### config.mk
export PLATFORM = sky130hd
export DESIGN_NAME = midi_track_event_parser_core
export DESIGN_NICKNAME = d
export VERILOG_FILES = /design/src/design/mtep_pkg.sv /design/src/design/midi_track_event_parser_core.sv
export SDC_FILE = /design/constraint.sdc
export NUM_CORES = 1
export LEC_CHECK = 0
export ABC_AREA = 1
export BUFFER_PORTS_ARGS = -buffer_cell sky130_fd_sc_hd__buf_2
export CORE_MARGIN = 2
export CORE_UTILIZATION = 61
export CTS_CLUSTER_DIAMETER = 200
export DETAILED_ROUTE_END_ITERATION = 8
export GPL_ROUTABILITY_DRIVEN = 0
export GPL_TIMING_DRIVEN = 0
export PLACE_DENSITY = 0.8
export SLEW_MARGIN = 20
export SYNTH_ARGS = -nofsm -noshare
export SYNTH_HDL_FRONTEND = slang
export SYNTH_SLANG_ARGS = --single-unit
### constraint.sdc
create_clock -name clock -period 6.7 [get_ports clock]
set_input_delay 0.335 -clock clock [delete_from_list [all_inputs] [get_ports clock]]
set_output_delay 0.335 -clock clock [all_outputs]
set_load 0.01 [all_outputs]
### src/design/mtep_pkg.sv
// Types and constants of the MIDI track event parser.
package mtep_pkg;

   typedef enum logic [3:0] {
      PH_HUNT,
      PH_DELTA,
      PH_STATUS,
      PH_DATA1,
      PH_DATA2,
      PH_META_TYPE,
      PH_META_LEN,
      PH_META_BODY,
      PH_SYSEX_LEN,
      PH_SYSEX_BODY
   } phase_type;

   localparam logic [2:0] KIND_EVENT      = 3'd0;
   localparam logic [2:0] KIND_LEN_END    = 3'd1;
   localparam logic [2:0] KIND_END_TRACK  = 3'd2;
   localparam logic [2:0] KIND_BAD_HEADER = 3'd3;
   localparam logic [2:0] KIND_ORPHAN     = 3'd4;
   localparam logic [2:0] KIND_EMPTY      = 3'd5;

   localparam logic [7:0] MARK_M = 8'h4d;
   localparam logic [7:0] MARK_T = 8'h54;
   localparam logic [7:0] MARK_R = 8'h72;
   localparam logic [7:0] MARK_K = 8'h6b;

   localparam logic [7:0] STATUS_META    = 8'hFF;
   localparam logic [7:0] STATUS_SYSEX   = 8'hF0;
   localparam logic [7:0] STATUS_ESCAPE  = 8'hF7;
   localparam logic [7:0] META_END_TRACK = 8'h2F;
   localparam logic [7:0] META_TIME_SIG  = 8'h58;
   localparam logic [7:0] META_KEY_SIG   = 8'h59;
   localparam logic [7:0] MSG_PROGRAM    = 8'hC0;
   localparam logic [7:0] MSG_PRESSURE   = 8'hD0;

   function automatic logic [7:0] marker_byte(input logic [1:0] idx);
      logic [7:0] m;
      case (idx)
         2'd0: m = MARK_M;
         2'd1: m = MARK_T;
         2'd2: m = MARK_R;
         default: m = MARK_K;
      endcase
      return m;
   endfunction

   // Program change and channel pressure carry a single data byte.
   function automatic logic one_data_byte(input logic [7:0] status);
      return (status[7:4] == MSG_PROGRAM[7:4]) || (status[7:4] == MSG_PRESSURE[7:4]);
   endfunction

endpackage

### src/design/midi_track_event_parser_core.sv
// Standard MIDI File track parser: one stream byte in, at most one event record out.
//
//   channel   direction   payload                         handshake
//   req_      in          track_byte                      req_valid / req_ready
//   rsp_      out         record kind, delta, status,     rsp_valid / rsp_ready
//                         sticky meta and signature bytes
//
// One byte is taken every cycle while no record waits untaken; the parser state and the result
// register are both written at the edge that accepts the byte, so a record shows in the following cycle.
// The result register holds a record until it is taken; a byte is still accepted
// while a record waits if rsp_ready is high in that cycle.
// Reset is synchronous and returns the parser to header hunting with all sticky bytes zero.
module midi_track_event_parser_core
   import mtep_pkg::*;
(
   input  logic        clock,
   input  logic        reset,
   input  logic        req_valid,
   output logic        req_ready,
   input  logic [7:0]  req_track_byte,
   output logic        rsp_valid,
   input  logic        rsp_ready,
   output logic [2:0]  rsp_record_kind,
   output logic [31:0] rsp_delta_time,
   output logic [7:0]  rsp_status_byte,
   output logic [7:0]  rsp_meta_type,
   output logic [7:0]  rsp_first_data,
   output logic [7:0]  rsp_second_data,
   output logic [7:0]  rsp_key_sharps,
   output logic [7:0]  rsp_key_minor,
   output logic [7:0]  rsp_time_numerator,
   output logic [7:0]  rsp_time_denominator_log2,
   output logic [7:0]  rsp_clocks_per_click,
   output logic [7:0]  rsp_thirty_seconds_per_quarter
);

   phase_type   phase_ff, phase_in;
   logic [2:0]  header_index_ff, header_index_in;
   logic [31:0] track_length_ff, track_length_in;
   logic [31:0] bytes_consumed_ff, bytes_consumed_in;
   logic [31:0] delta_ff, delta_in;
   logic [31:0] body_length_ff, body_length_in;
   logic [31:0] body_index_ff, body_index_in;
   logic [7:0]  running_status_ff, running_status_in;
   logic [7:0]  current_status_ff, current_status_in;
   logic [7:0]  meta_type_ff, meta_type_in;
   logic [7:0]  first_data_ff, first_data_in;
   logic [7:0]  second_data_ff, second_data_in;
   logic [7:0]  key_ff [2];
   logic [7:0]  key_in [2];
   logic [7:0]  time_ff [4];
   logic [7:0]  time_in [4];

   logic        emit;
   logic [2:0]  emit_kind;
   logic [31:0] emit_delta;
   logic [7:0]  emit_status;

   logic        rsp_valid_ff;
   logic [2:0]  rsp_kind_ff;
   logic [31:0] rsp_delta_ff;
   logic [7:0]  rsp_status_ff;
   logic [7:0]  rsp_meta_ff, rsp_first_ff, rsp_second_ff;
   logic [7:0]  rsp_key_ff [2];
   logic [7:0]  rsp_time_ff [4];

   logic        accept;
   logic [7:0]  b;

   assign req_ready = !rsp_valid_ff || rsp_ready;
   assign accept    = req_valid && req_ready;
   assign b         = req_track_byte;

   always_comb begin
      logic       finish;
      logic [3:0] idx_next;
      finish            = 1'b0;
      idx_next          = {1'b0, header_index_ff} + 4'd1;
      phase_in          = phase_ff;
      header_index_in   = header_index_ff;
      track_length_in   = track_length_ff;
      bytes_consumed_in = bytes_consumed_ff;
      delta_in          = delta_ff;
      body_length_in    = body_length_ff;
      body_index_in     = body_index_ff;
      running_status_in = running_status_ff;
      current_status_in = current_status_ff;
      meta_type_in      = meta_type_ff;
      first_data_in     = first_data_ff;
      second_data_in    = second_data_ff;
      key_in            = key_ff;
      time_in           = time_ff;
      emit              = 1'b0;
      emit_kind         = KIND_EVENT;
      emit_delta        = '0;
      emit_status       = '0;

      if (phase_ff == PH_HUNT) begin
         if (!header_index_ff[2]) begin
            if (b == marker_byte(header_index_ff[1:0])) begin
               header_index_in = idx_next[2:0];
            end else begin
               header_index_in = (b == MARK_M) ? 3'd1 : 3'd0;
               emit            = 1'b1;
               emit_kind       = KIND_BAD_HEADER;
            end
         end else begin
            track_length_in = {track_length_ff[23:0], b};
            header_index_in = idx_next[2:0];
            if (idx_next[3]) begin
               if (track_length_in == '0) begin
                  emit      = 1'b1;
                  emit_kind = KIND_EMPTY;
               end else begin
                  phase_in          = PH_DELTA;
                  bytes_consumed_in = '0;
                  delta_in          = '0;
                  running_status_in = '0;
                  current_status_in = '0;
               end
            end
         end
      end else begin
         if (bytes_consumed_ff != '1) begin
            bytes_consumed_in = bytes_consumed_ff + 32'd1;
         end
         case (phase_ff)
            PH_DELTA: begin
               delta_in = {delta_ff[24:0], b[6:0]};
               if (!b[7]) begin
                  phase_in = PH_STATUS;
               end
            end
            PH_STATUS: begin
               if (b == STATUS_META) begin
                  current_status_in = b;
                  phase_in          = PH_META_TYPE;
               end else if (b == STATUS_SYSEX || b == STATUS_ESCAPE) begin
                  current_status_in = b;
                  body_length_in    = '0;
                  phase_in          = PH_SYSEX_LEN;
               end else if (b[7] && b < STATUS_SYSEX) begin
                  current_status_in = b;
                  running_status_in = b;
                  phase_in          = PH_DATA1;
               end else if (!b[7] && running_status_ff != '0) begin
                  current_status_in = running_status_ff;
                  first_data_in     = b;
                  if (one_data_byte(running_status_ff)) begin
                     finish = 1'b1;
                  end else begin
                     phase_in = PH_DATA2;
                  end
               end else begin
                  // Stray system status or data with nothing to run on.
                  emit            = 1'b1;
                  emit_kind       = KIND_ORPHAN;
                  emit_delta      = delta_ff;
                  phase_in        = PH_HUNT;
                  header_index_in = '0;
               end
            end
            PH_DATA1: begin
               first_data_in = b;
               if (one_data_byte(current_status_ff)) begin
                  finish = 1'b1;
               end else begin
                  phase_in = PH_DATA2;
               end
            end
            PH_DATA2: begin
               second_data_in = b;
               finish         = 1'b1;
            end
            PH_META_TYPE: begin
               meta_type_in   = b;
               body_length_in = '0;
               phase_in       = PH_META_LEN;
            end
            PH_META_LEN: begin
               body_length_in = {body_length_ff[24:0], b[6:0]};
               if (!b[7]) begin
                  if (meta_type_ff == META_END_TRACK) begin
                     emit            = 1'b1;
                     emit_kind       = KIND_END_TRACK;
                     emit_delta      = delta_ff;
                     emit_status     = current_status_ff;
                     phase_in        = PH_HUNT;
                     header_index_in = '0;
                  end else begin
                     body_index_in = '0;
                     if (body_length_in == '0) begin
                        finish = 1'b1;
                     end else begin
                        phase_in = PH_META_BODY;
                     end
                  end
               end
            end
            PH_META_BODY: begin
               if (meta_type_ff == META_TIME_SIG && body_index_ff < 32'd4) begin
                  time_in[body_index_ff[1:0]] = b;
               end else if (meta_type_ff == META_KEY_SIG && body_index_ff < 32'd2) begin
                  key_in[body_index_ff[0]] = b;
               end
               body_index_in = body_index_ff + 32'd1;
               if (body_index_in >= body_length_ff) begin
                  finish = 1'b1;
               end
            end
            PH_SYSEX_LEN: begin
               body_length_in = {body_length_ff[24:0], b[6:0]};
               if (!b[7]) begin
                  body_index_in = '0;
                  if (body_length_in == '0) begin
                     finish = 1'b1;
                  end else begin
                     phase_in = PH_SYSEX_BODY;
                  end
               end
            end
            PH_SYSEX_BODY: begin
               body_index_in = body_index_ff + 32'd1;
               if (body_index_in >= body_length_ff) begin
                  finish = 1'b1;
               end
            end
            default: begin
               phase_in        = PH_HUNT;
               header_index_in = '0;
            end
         endcase

         if (finish) begin
            emit        = 1'b1;
            emit_delta  = delta_ff;
            emit_status = current_status_in;
            if (bytes_consumed_in >= track_length_ff) begin
               emit_kind       = KIND_LEN_END;
               phase_in        = PH_HUNT;
               header_index_in = '0;
            end else begin
               emit_kind = KIND_EVENT;
               phase_in  = PH_DELTA;
               delta_in  = '0;
            end
         end
      end
   end

   always_ff @(posedge clock) begin
      if (reset) begin
         phase_ff          <= PH_HUNT;
         header_index_ff   <= '0;
         track_length_ff   <= '0;
         bytes_consumed_ff <= '0;
         delta_ff          <= '0;
         body_length_ff    <= '0;
         body_index_ff     <= '0;
         running_status_ff <= '0;
         current_status_ff <= '0;
         meta_type_ff      <= '0;
         first_data_ff     <= '0;
         second_data_ff    <= '0;
         key_ff            <= '{default: '0};
         time_ff           <= '{default: '0};
      end else if (accept) begin
         phase_ff          <= phase_in;
         header_index_ff   <= header_index_in;
         track_length_ff   <= track_length_in;
         bytes_consumed_ff <= bytes_consumed_in;
         delta_ff          <= delta_in;
         body_length_ff    <= body_length_in;
         body_index_ff     <= body_index_in;
         running_status_ff <= running_status_in;
         current_status_ff <= current_status_in;
         meta_type_ff      <= meta_type_in;
         first_data_ff     <= first_data_in;
         second_data_ff    <= second_data_in;
         key_ff            <= key_in;
         time_ff           <= time_in;
      end
   end

   always_ff @(posedge clock) begin
      if (reset) begin
         rsp_valid_ff <= 1'b0;
      end else if (accept) begin
         rsp_valid_ff <= emit;
      end else if (rsp_ready) begin
         rsp_valid_ff <= 1'b0;
      end
   end

   // The sticky fields of a record show the values after this byte's update.
   always_ff @(posedge clock) begin
      if (accept && emit) begin
         rsp_kind_ff   <= emit_kind;
         rsp_delta_ff  <= emit_delta;
         rsp_status_ff <= emit_status;
         rsp_meta_ff   <= meta_type_in;
         rsp_first_ff  <= first_data_in;
         rsp_second_ff <= second_data_in;
         rsp_key_ff    <= key_in;
         rsp_time_ff   <= time_in;
      end
   end

   assign rsp_valid                      = rsp_valid_ff;
   assign rsp_record_kind                = rsp_kind_ff;
   assign rsp_delta_time                 = rsp_delta_ff;
   assign rsp_status_byte                = rsp_status_ff;
   assign rsp_meta_type                  = rsp_meta_ff;
   assign rsp_first_data                 = rsp_first_ff;
   assign rsp_second_data                = rsp_second_ff;
   assign rsp_key_sharps                 = rsp_key_ff[0];
   assign rsp_key_minor                  = rsp_key_ff[1];
   assign rsp_time_numerator             = rsp_time_ff[0];
   assign rsp_time_denominator_log2      = rsp_time_ff[1];
   assign rsp_clocks_per_click           = rsp_time_ff[2];
   assign rsp_thirty_seconds_per_quarter = rsp_time_ff[3];

endmodule

[Word level (Yosys, flattened, before mapping)]
Cells that the tools add are included.
Word-level totals
  bits in registers: 371
  input bits: 12
Operators by class
  eq/ne operators: 42
  add/subtract/negate cells: 3
  bitwise logic cells: 3
  multiplexer cells: 143
  order comparisons: 9
  reduce and logical (&&, ||, !) cells: 34
Operator list (count)
  $mux 32: 25
  $mux 8: 31
  $pmux 32 s3: 2
  $mux 4: 17
  $add 32x1->32 const B: 2
  $ge 32x32->1: 2
  $logic_not 32->1: 2
  $mux 16: 4
  $pmux 32 s2: 1
  $mux 3: 20
  $bwmux 32: 1
  $lt 32x2->1 const B: 1
  $lt 32x3->1 const B: 1
  $ne 32x32->1 const B: 1
  $mux 1: 29
  $pmux 4 s7: 1
  $eq 4x4->1 const B: 6
  $eq 8x7->1 const B: 3
  $eq 8x8->1 const B: 3
  $ne 2x2->1 const B: 10
  $ne 4x4->1 const B: 5
  $pmux 6 s3: 1
  $bwmux 16: 1
  $demux 8 s2: 1
  43 further kinds: 64

[Logic depth before layout (Yosys ltp)]
  depth in word-level cells: 12
  gate-level depth with buffers: 26
  mapped depth without buffers: 24

[Worst setup path after synthesis]
Ideal clock, no wire load.
  path type: reg2reg
  start point: register body_index_ff[0]
  end point: register rsp_time_ff, in the netlist rsp_clocks_per_click[0], enable pin
  setup time: 468 ps
  stages on the path, launching flop included: 21
  arrival time: 4960 ps
  clock period less this slack: 5428 ps
  required time: 6232 ps
  path slack: 1272 ps
  cell sequence: dfxtp_1 -> ha_1 -> nand3_1 -> nor2_2 -> nand4_1 -> nor2_1 -> nand4_1 -> xnor2_1 -> ha_1 -> nand2_1 -> nor2_1 -> nand4_1 -> a21oi_1 -> nor2_1 -> nand2_1 -> nand2_1 -> nand2_1 -> nor2_1 -> nand2_1 -> nand3_1 -> inv_1
Between the ends
  longest elaborated chain between the ends: 8
Ends and longest elaborated chain
  start: declaration: line midi_track_event_parser_core.sv:43  | logic [31:0] body_index_ff, body_index_in;
  start signal: assignment: line midi_track_event_parser_core.sv:274  | body_index_ff <= body_index_in;
  $add 32x1->32: line midi_track_event_parser_core.sv:206, midi_track_event_parser_core.sv:223
  $ge 32x32->1: line midi_track_event_parser_core.sv:207, midi_track_event_parser_core.sv:224
  $mux 1: line midi_track_event_parser_core.sv:207, midi_track_event_parser_core.sv:224
  $pmux 1 s6: line midi_track_event_parser_core.sv:127  | case (phase_ff)
  $mux 1: line midi_track_event_parser_core.sv:98  | if (phase_ff == PH_HUNT) begin
  $mux 1: line midi_track_event_parser_core.sv:234  | if (finish) begin
  $mux 1: line midi_track_event_parser_core.sv:98
  $logic_and 1x1->1: line midi_track_event_parser_core.sv:297  | if (accept && emit) begin
  end signal: assignment: line midi_track_event_parser_core.sv:305  | rsp_time_ff <= time_in;
  end: declaration: line midi_track_event_parser_core.sv:65  | logic [7:0] rsp_time_ff [4];
Every way passes these cells. The select of a mux whose other input is x is not followed.
A chain may end at the register's enable or synchronous reset.

[Worst setup path after layout]
  start point: register body_index_ff[0]
  end point: register rsp_time_ff, in the netlist rsp_time_numerator[5], enable pin
Same word-level chain as after synthesis.

==> results.md <==
Finish:
- The share of layout cells above drive strength 1 is 0.101.
- Relative to the synthesized area, the layout overhead comes to 13.7%.
- In the final design database the tool counted 2691 nets.
- The final antenna diode count is 0.

Timing:
- Of the available clock period, the critical path in the final layout requires 0.778.
- Setup repair after global routing left no endpoint under its margin.
- Hold is met by 126 ps.
- The shortest clock period the worst path allows after layout is 5220 ps.
- The hold violation total from the final report was 0.
- The highest clock frequency the design can meet is 192 MHz.
- The worst-margin pin slew is 928 ps.
- The final number of max-transition violations is 0.
- Setup violations remaining at the end of the flow were counted as 0.
- In this run the tightest slew margin relative to its limit is 0.381.
- Clock skew on the completed layout was measured at 24.9 ps.

Logic synthesis:
- Counting flops with a built-in enable in the synthesized netlist gives 115.
- The largest total area in the synthesized netlist belongs to sky130_fd_sc_hd__dfxtp_1.
- The proportion of synthesized flip-flops having asynchronous set or reset is 0.
- A synthesized cell averages 7.64 um^2.
- After synthesis the netlist holds a flip-flop and latch count of 371.
- The gate count after technology mapping is approximately 2400.
- After synthesis, the cell types taking the most area are sky130_fd_sc_hd__dfxtp_1, sky130_fd_sc_hd__edfxtp_1, sky130_fd_sc_hd__nand2_1.
- The share of the synthesized area in the top cell type is 0.275.
- The number of distinct library cell variants in the gate-level netlist after synthesis is 47.
- The net count of the mapped netlist is 2522.
- During synthesis, Yosys emitted a total of 0 warnings.
- Of the synthesized area, sequential elements account for 0.461.
- The total standard cell area after synthesis is 18600 um^2.
- The most used flip-flop cell after synthesis is sky130_fd_sc_hd__dfxtp_1.

Critical path:
- By startpoint and endpoint, the worst setup path is classified as reg2reg.
- The launching element type of the critical path is a flip-flop.
- The worst setup path is captured at a flip-flop.
- Of all nets on the critical path, the largest fanout is 88.
- The data arrival time of the worst path is 5380 ps.
- The data required time of the critical path is 6870 ps.

Drt:
- The remaining design rule violation count is 0.
- The pre-antenna-repair detailed-routing pass consisted of 6 iterations.
- The count of antenna-violating nets left after detailed routing is 0.
- The detailed router's first-iteration violation count is 2288.
- The average wire length per cell after detail routing is 17.4 um.
- The total length of routed wires is 52700 um.
- The via total after detailed routing is 17900.
- The per-cell via count in the routed design is 5.93.

Global routing:
- The overall track demand over capacity in global routing is 0.329.
- The aggregate global routing overflow is 0.
- The first global-routing pass estimated 84100 um of wire.
- The number of antenna violations at the first check in global routing is 0.
- The pin count of the biggest net entering global routing is 89.
- The number of global-route vias before repair is 16900.

Floorplan:
- The floorplan has 63 rows.
- The die covers 32000 um^2.
- The core region is 29900 um^2.
- The die is 179 um tall.
- The initial core utilization is 0.624.
- The count of pins on the block boundary is 129.
- Measured along the x axis, the die boundary spans 179 um.

Power:
- The worst ir drop on vdd is 0.293 mV.
- The total power after layout is 0.00884 W.
- The power density over the cells is roughly 420 nW/um^2.
- The leakage dissipation is 9.13 nW.

Flow run:
- Max-cap violations in this run came to 0.

Clocking:
- CTS placed an instance of sky130_fd_sc_hd__clkbuf_16 at the clock tree root.
- Post-CTS timing repair inserted 0 buffers for setup.
- For this design, the sink count on the clock tree is 371.
- The maximum number of buffers from clock root to sink is 3.
- The clock slew seen by the registers of the worst setup and hold paths is 60 ps.
- The TritonCTS clock tree is done.
- The post-cts repair resize count is 0.
- For the worst-skew pair, the clock arrives at the later sink with an insertion delay of 540 ps.
- The hold buffer count at cts is 0.
- Buffers inserted during clock tree synthesis total 39.
- The H-tree was split into 2 levels.

Place:
- Once detailed placement completed, the half-perimeter wirelength came to 37500 um.
- The count of input and output buffers is 127.

Outcome:
- The flow ran to the end, and the final reports show no timing, DRC or antenna violations.

Hold path:
- In this run the worst hold path is classified as in2reg.
power by group:
part	total [W]	leakage, nW	switching, W	internal, W
sequential	0.00331	3.20	0.000257	0.00305
clock	0.00231	0.684	0.000906	0.00140
combinational	0.00322	5.24	0.00227	0.000944
total	0.00884	9.13	0.00344	0.00540
area by class of cell:
cell class | count | area (um^2)
Buffer | 122 | 513
Clock buffer | 54 | 1150
Clock inverter | 18 | 238
Fill cell | 2378 | 8700
Inverter | 293 | 1110
Multi-Input combinational cell | 1651 | 8440
Sequential cell | 371 | 8580
Tap cell | 390 | 488
Timing Repair Buffer | 128 | 663
metrics by stage:
| stage | TNS [ps] | setup WS [ps] | cells | area, um^2 | util |
|---|---|---|---|---|---|
| after floorplan | 0 | 1270 | 2437 | 18600 | - |
| after global placement | -65720 | -586 | 2954 | 19800 | 0.661 |
| after detailed placement | 0 | 1710 | 2955 | 19800 | 0.662 |
| after CTS | 0 | 1620 | 3027 | 21200 | 0.709 |
| after global routing | 0 | 1180 | 3027 | 21200 | 0.709 |
| final | 0 | 1480 | 3027 | 21200 | 0.709 |
cells by family after synthesis:
group,synth area share
and+or+nand+nor,0.208
AOI/OAI and AO/OA,0.170
muxes,0.000537
adders and majority gates,0.0490
buffers and inverters,0.0866
DFF,0.461
xor gates and xnor gates,0.0259
flip-flops by register name, indices dropped and copies added, names as in the netlist, 16 cells and up:
name,flops
bytes_consumed_ff,32
track_length_ff,32
key_ff,16
body_index_ff,32
body_length_ff,32
delta_ff,32
time_ff,32
rsp_delta_time,32
layer usage:
layer,wire (um),track usage,vias to the layer above
li1,-,-,8445
met4,2600,0.156,0
met2,23900,0.535,962
met3,4770,0.0479,216
met1,21500,0.434,8318
met5,0,0,-
path summary, 6_finish.rpt:
path / startpoint / to / slack, ps / cells after the start
min: rsp_ready / rsp_valid / 130 / 4
max reg2reg: body_index_ff[0] / rsp_time_numerator[5] / 1480 / 22
min reg2reg: body_length_ff[27] / body_length_ff[27] / 480 / 2
max: body_index_ff[0] / rsp_time_numerator[5] / 1480 / 22
cells in the final DEF, fill, tap and decap left out, types with 3 or more instances in the layout:
cell type,synthesis,routed
sky130_fd_sc_hd__clkbuf_1,81,86
sky130_fd_sc_hd__dfxtp_1,256,256
sky130_fd_sc_hd__o211ai_1,7,7
sky130_fd_sc_hd__ha_1,73,73
sky130_fd_sc_hd__o21a_1,3,3
sky130_fd_sc_hd__clkinv_2,1,8
sky130_fd_sc_hd__a211oi_1,32,32
sky130_fd_sc_hd__buf_4,3,3
sky130_fd_sc_hd__buf_1,8,8
sky130_fd_sc_hd__nor3_1,29,29
sky130_fd_sc_hd__bufinv_16,0,5
sky130_fd_sc_hd__o21ai_1,3,3
sky130_fd_sc_hd__buf_2,29,156
sky130_fd_sc_hd__nor2_2,9,9
sky130_fd_sc_hd__inv_2,9,9
sky130_fd_sc_hd__a22oi_1,3,3
sky130_fd_sc_hd__a21oi_1,299,299
sky130_fd_sc_hd__a31oi_1,6,6
sky130_fd_sc_hd__nor2_1,271,271
sky130_fd_sc_hd__nand3_2,3,3
sky130_fd_sc_hd__edfxtp_1,115,115
sky130_fd_sc_hd__nand3_1,54,54
sky130_fd_sc_hd__xor2_1,35,35
sky130_fd_sc_hd__nand2_1,468,468
sky130_fd_sc_hd__nand3b_1,3,3
sky130_fd_sc_hd__clkbuf_8,0,8
sky130_fd_sc_hd__o22ai_1,11,11
sky130_fd_sc_hd__nand4_1,48,48
sky130_fd_sc_hd__or2_2,5,5
sky130_fd_sc_hd__nor4_1,21,21
sky130_fd_sc_hd__inv_1,282,281
sky130_fd_sc_hd__clkbuf_16,0,41
sky130_fd_sc_hd__xnor2_1,20,20
sky130_fd_sc_hd__o21ai_0,229,229
critical path, stage by stage, from the launching register on:
cell and delay (ps):
sky130_fd_sc_hd__dfxtp_1 480, sky130_fd_sc_hd__ha_1 360, sky130_fd_sc_hd__nand3_1 170, sky130_fd_sc_hd__nor2_2 290, sky130_fd_sc_hd__nand3_1 170, sky130_fd_sc_hd__nor2_1 130, sky130_fd_sc_hd__nand3_1 170, sky130_fd_sc_hd__xor2_1 190
sky130_fd_sc_hd__inv_1 100, sky130_fd_sc_hd__ha_1 280, sky130_fd_sc_hd__nand2_1 80, sky130_fd_sc_hd__nor4_1 330, sky130_fd_sc_hd__nand2_1 120, sky130_fd_sc_hd__nand2_1 80, sky130_fd_sc_hd__nand2_1 50, sky130_fd_sc_hd__nand2_1 150
sky130_fd_sc_hd__nand2_1 180, sky130_fd_sc_hd__nand2_1 180, sky130_fd_sc_hd__nor2_1 160, sky130_fd_sc_hd__nand2_1 120, sky130_fd_sc_hd__nand3_1 240, sky130_fd_sc_hd__inv_6 370, sky130_fd_sc_hd__buf_16 370
cell usage after synthesis (2+ instances only):
| master | instances |
|---|---|
| sky130_fd_sc_hd__nand2_1 | 468 |
| sky130_fd_sc_hd__a21oi_1 | 299 |
| sky130_fd_sc_hd__inv_1 | 282 |
| sky130_fd_sc_hd__nor2_1 | 271 |
| sky130_fd_sc_hd__dfxtp_1 | 256 |
| sky130_fd_sc_hd__o21ai_0 | 229 |
| sky130_fd_sc_hd__edfxtp_1 | 115 |
| sky130_fd_sc_hd__clkbuf_1 | 81 |
| sky130_fd_sc_hd__ha_1 | 73 |
| sky130_fd_sc_hd__nand3_1 | 54 |
| sky130_fd_sc_hd__nand4_1 | 48 |
| sky130_fd_sc_hd__xor2_1 | 35 |
| sky130_fd_sc_hd__a211oi_1 | 32 |
| sky130_fd_sc_hd__buf_2 | 29 |
| sky130_fd_sc_hd__nor3_1 | 29 |
| sky130_fd_sc_hd__nor4_1 | 21 |
| sky130_fd_sc_hd__xnor2_1 | 20 |
| sky130_fd_sc_hd__o22ai_1 | 11 |
| sky130_fd_sc_hd__inv_2 | 9 |
| sky130_fd_sc_hd__nor2_2 | 9 |
| sky130_fd_sc_hd__buf_1 | 8 |
| sky130_fd_sc_hd__o211ai_1 | 7 |
| sky130_fd_sc_hd__a31oi_1 | 6 |
| sky130_fd_sc_hd__or2_2 | 5 |
| sky130_fd_sc_hd__a22oi_1 | 3 |
| sky130_fd_sc_hd__buf_4 | 3 |
| sky130_fd_sc_hd__nand3_2 | 3 |
| sky130_fd_sc_hd__nand3b_1 | 3 |
| sky130_fd_sc_hd__o21a_1 | 3 |
| sky130_fd_sc_hd__o21ai_1 | 3 |
| sky130_fd_sc_hd__a21o_1 | 2 |
| sky130_fd_sc_hd__nand2_2 | 2 |
| sky130_fd_sc_hd__nand4_2 | 2 |
| sky130_fd_sc_hd__nor2_4 | 2 |
| sky130_fd_sc_hd__nor3b_1 | 2 |
Power figures use the tool's default switching activity.
